### config.mk
export PLATFORM = sky130hd
export DESIGN_NAME = pik_isqrt
export DESIGN_NICKNAME = d
export VERILOG_FILES = /design/src/rtl/pik_isqrt.sv
export SDC_FILE = /design/constraint.sdc
export NUM_CORES = 2
export LEC_CHECK = 0
export BUFFER_PORTS_ARGS = -buffer_cell sky130_fd_sc_hd__buf_2
export CORE_MARGIN = 2
export CORE_UTILIZATION = 55
export CTS_BUF_LIST = sky130_fd_sc_hd__clkbuf_16
export DETAILED_ROUTE_END_ITERATION = 10
export PLACE_DENSITY = 0.71
export SKIP_LAST_GASP = 1
export SYNTH_ARGS = -nofsm -noshare
export SYNTH_HDL_FRONTEND = slang
export SYNTH_MEMORY_MAX_BITS = 65536
export SYNTH_SLANG_ARGS = --single-unit
### constraint.sdc
create_clock -name clk -period 5.87 [get_ports clk]
set_clock_uncertainty 0.15 [all_clocks]
set_input_delay 0.2935 -clock clk [delete_from_list [all_inputs] [get_ports clk]]
set_output_delay 0.2935 -clock clk [all_outputs]
set_load 0.01 [all_outputs]
### src/rtl/pik_isqrt.sv
module pik_isqrt #(
  parameter int TAG_W = 1
) (
  input  logic             clk,
  input  logic             rst,
  input  logic             adv,
  input  logic             in_valid,
  input  logic [63:0]      in_rad,
  input  logic [TAG_W-1:0] in_tag,
  output logic             out_valid,
  output logic [31:0]      out_root,
  output logic [TAG_W-1:0] out_tag
);

  localparam int STEPS = 32;

  logic [63:0]      rem  [0:STEPS-1];
  logic [63:0]      root [0:STEPS-1];
  logic             vld  [0:STEPS-1];
  logic [TAG_W-1:0] tag  [0:STEPS-1];

  // one result bit per stage
  for (genvar j = 0; j < STEPS; j++) begin : g_step
    localparam logic [63:0] BIT = 64'd1 << (62 - 2 * j);
    logic [63:0]      cr;
    logic [63:0]      cq;
    logic             cv;
    logic [TAG_W-1:0] ct;
    logic [63:0]      trial;

    if (j == 0) begin : g_first
      assign cr = in_rad;
      assign cq = '0;
      assign cv = in_valid;
      assign ct = in_tag;
    end else begin : g_next
      assign cr = rem[j-1];
      assign cq = root[j-1];
      assign cv = vld[j-1];
      assign ct = tag[j-1];
    end

    assign trial = cq + BIT;

    always_ff @(posedge clk) begin
      if (adv) begin
        if (cr >= trial) begin
          rem[j]  <= cr - trial;
          root[j] <= (cq >> 1) + BIT;
        end else begin
          rem[j]  <= cr;
          root[j] <= cq >> 1;
        end
        tag[j] <= ct;
      end
    end

    always_ff @(posedge clk) begin
      if (rst) begin
        vld[j] <= 1'b0;
      end else if (adv) begin
        vld[j] <= cv;
      end
    end
  end

  assign out_valid = vld[STEPS-1];
  assign out_root  = root[STEPS-1][31:0];
  assign out_tag   = tag[STEPS-1];

endmodule

==> impl_metrics.env <==
export IMPL_status="complete, no violations"
export IMPL_synth_edf_count=2576
export IMPL_path_max_fanout=35
export IMPL_die_area_mm2=0.228
export IMPL_rsz0062_at_grt="false"
export IMPL_wl_um=305000
export IMPL_gp_congestion=0.948
export IMPL_synth_area_top_cells="edfxtp_1, ha_1, xnor2_1"
export IMPL_die_h_um=478
export IMPL_final_nets=10881
export IMPL_slew_viol_final=0
export IMPL_tightest_slew_ns=1.23
export IMPL_first_iter_violations=8126
export IMPL_grt_max_degree=220
export IMPL_critPathSlowestCell="nor4b_1"
export IMPL_r2r_setup_slack_ns=0.81
export IMPL_hp_class="in -> reg"
export IMPL_syn_inst=9895
export IMPL_drc_errors=0
export IMPL_r2r_start="rem[1][739]"
export IMPL_peakVddDrop_mv=0.364
export IMPL_fin_util=0.619
export IMPL_placed_cells=12804
export IMPL_synth_common_cells="edfxtp_1, nand2_1, inv_1"
export IMPL_synth_flop_cell="edfxtp_1"
export IMPL_clockRootBuffer="clkbuf_16"
export IMPL_cts_repair_resized=0
export IMPL_seq_area_frac_synth=0.626
export IMPL_start_kind="flop"
export IMPL_slowest_delay_ns=0.81
export IMPL_crit_required_ns=6.37
export IMPL_core_mm2=0.223
export IMPL_clockBufferDepth=4
export IMPL_synth_largest_area_cell="edfxtp_1"
export IMPL_relSlewSlack=0.172
export IMPL_routed_top_layer="met4"
export IMPL_hp_start="in_rad[63]"
export IMPL_postCtsSetupBuffers=0
export IMPL_insertion_delay_ns=0.93
export IMPL_dp_worst_setup_slack_ns=0.936
export IMPL_ys_types=86
export IMPL_rows=173
export IMPL_syn_num_nets=10522
export IMPL_grt_pass1_vias=77544
export IMPL_fin_crit_ns=5.06
export IMPL_grt_usage=0.262
export IMPL_hold_ws_ns=0.125
export IMPL_crit_chain="ha_1 > a21oi_1 > o21ai_0 > or4_1 > nor4b_1 > o311ai_0 > a41oi_1 > inv_1 > buf_4 > mux2_2"
export IMPL_dr_pass1_iters=6
export IMPL_cts_buffers=290
export IMPL_criticalPathCategory="reg -> reg"
export IMPL_htreeDepth=5
export IMPL_wl_met1_um=133000
export IMPL_ys_seq_elements=2576
export IMPL_powerDensity_mw_per_mm2=388
export IMPL_intPower_mw=37.9
export IMPL_grt_pass1_wl_um=463000
export IMPL_switchingPower_mw=15.6
export IMPL_wl_met2_um=144000
export IMPL_min_period_over_period=0.863
export IMPL_clock_sinks=2576
export IMPL_synth_area_mm2=0.124
export IMPL_initial_utilization=0.555
export IMPL_r2r_cells=10
export IMPL_area_delta_synth_final_pct=11.6
export IMPL_cellLeakagePower_nw=51.6
export IMPL_vias_per_cell=6.00
export IMPL_whs_path_depth=4
export IMPL_fp_dieW_um=478
export IMPL_clk_pin_slew_ns=0.06
export IMPL_io_pins=103
export IMPL_power_frac_seq=0.470
export IMPL_hold_end="rem[0][63]"
export IMPL_wl_per_cell_um=22.7
export IMPL_avgSynthCellArea_um2=12.5
export IMPL_antenna_found_initial=15
export IMPL_drive_gt1_frac=0.0718
export IMPL_wl_met3_um=19900
export IMPL_tns_ns=0
export IMPL_switching_share=0.292
export IMPL_hpwl_um=223000
export IMPL_postRouteAntennaNets=0
export IMPL_clock_fmax_mhz=198
export IMPL_via_count=80611
export IMPL_cap_violations=0
export IMPL_final_cells=13429
export IMPL_synthesis_yosys_warnings=0
export IMPL_p_clk_frac=0.325
export IMPL_post_synth_top_count_cell="edfxtp_1"
export IMPL_pwr_share_comb=0.204
export IMPL_arrival_ns=5.56
export IMPL_synthDominantCellAreaShare=0.626
export IMPL_cp_end_kind="flop"
export IMPL_setup_slack_ns=0.807
export IMPL_nFillCells=16909
export IMPL_hold_viol=0
export IMPL_setup_viol=0
export IMPL_hold_buffers=133
export IMPL_cts_tree="yes"
export IMPL_async_reset_ff_frac=0
export IMPL_overflow=0
export IMPL_io_buffers=102
export IMPL_rr_endpoint="rem[1][798]"
[through the flow]
step	power [mW]	area, um^2
2_1_floorplan	32.7	124000
3_3_place_gp	36.0	128000
3_5_place_dp	36.2	128000
4_1_cts	53.6	138000
5_1_grt	55.9	138000
6_report	53.5	138000
[logic make-up (layout without fill, tap and decap cells)]
group | Yosys count | after routing | share of synthesized area
and+or+nand+nor | 3035 | 3035 | 0.127
DFF | 2576 | 2576 | 0.626
AOI/OAI and AO/OA | 1827 | 1827 | 0.0907
buffers and inverters | 920 | 1470 | 0.0281
xor gates and xnor gates | 897 | 897 | 0.0636
adders and majority gates | 558 | 558 | 0.0565
muxes | 82 | 82 | 0.00742
other | 0 | 9 | 0
[per-layer routing]
layer / global-route usage / vias to the layer above
met5: 0 / -
met2: 0.422 / 2784
met1: 0.375 / 39643
met3: 0.0375 / 487
met4: 0.0680 / 0
li1: - / 37697
[critical path: cells and delay by family, from the launching register on]
| family | cells | cell delay, ns |
|---|---|---|
| simple gates | 2 | 1.33 |
| compound gates | 4 | 1.59 |
| fa+ha+maj | 1 | 0.46 |
| buf+inv | 2 | 0.58 |
| flops | 1 | 0.41 |
| mux | 1 | 0.31 |
[power by group through the flow]
stage	registers [mW]	clock network (mW)	logic [mW]
floorplan	24.6	0	8.11
global placement	25.5	0	10.5
detailed placement	25.5	0	10.7
CTS	25.2	17.7	10.8
global route	25.4	18.4	12.1
finish	25.2	17.4	10.9
[registers in the layout (all words and copies together), names as in the netlist]
signal / flops
root: 528
vld: 32
rem: 1984
tag: 32
[area by class of cell]
| cell class | count | area (um^2) | area share |
|---|---|---|---|
| Timing Repair Buffer | 308 | 2480 | 0.0180 |
| Clock buffer | 297 | 7430 | 0.0539 |
| Antenna cell | 9 | 22.5 | 0.000163 |
| Multi-Input combinational cell | 6399 | 42800 | 0.310 |
| Tap cell | 2975 | 3720 | 0.0270 |
| Clock inverter | 186 | 1560 | 0.0113 |
| Inverter | 679 | 2550 | 0.0185 |
| Sequential cell | 2576 | 77400 | 0.561 |
[worst max path at each step]
stage | cells after the start | start | endpoint | slack, ns
final | 10 | rem[1][739] | rem[1][798] | 0.81
after global routing | 8 | rem[1][865] | rem[1][917] | 0.63
after CTS | 8 | rem[1][865] | rem[1][917] | 0.91
after detailed placement | 8 | rem[1][865] | rem[1][917] | 0.94
after global placement | 10 | rem[1][739] | rem[1][798] | 1.09
after floorplan | 5 | adv | rem[1][896] | 1.32
[cells in the final DEF, fill, tap and decap left out, types with 154 or more instances in the layout]
cell type and count:
xor2_1 441, nand4_1 162, nand3_1 154, o21ai_0 540, nand2_1 771, nor3_1 262, edfxtp_1 2576, nor4_1 374
a21oi_1 548, ha_1 558, inv_1 711, xnor2_1 456, a21o_1 210, nor2_1 576, clkbuf_16 297
Note: power is estimated with default switching activity, not from simulation.
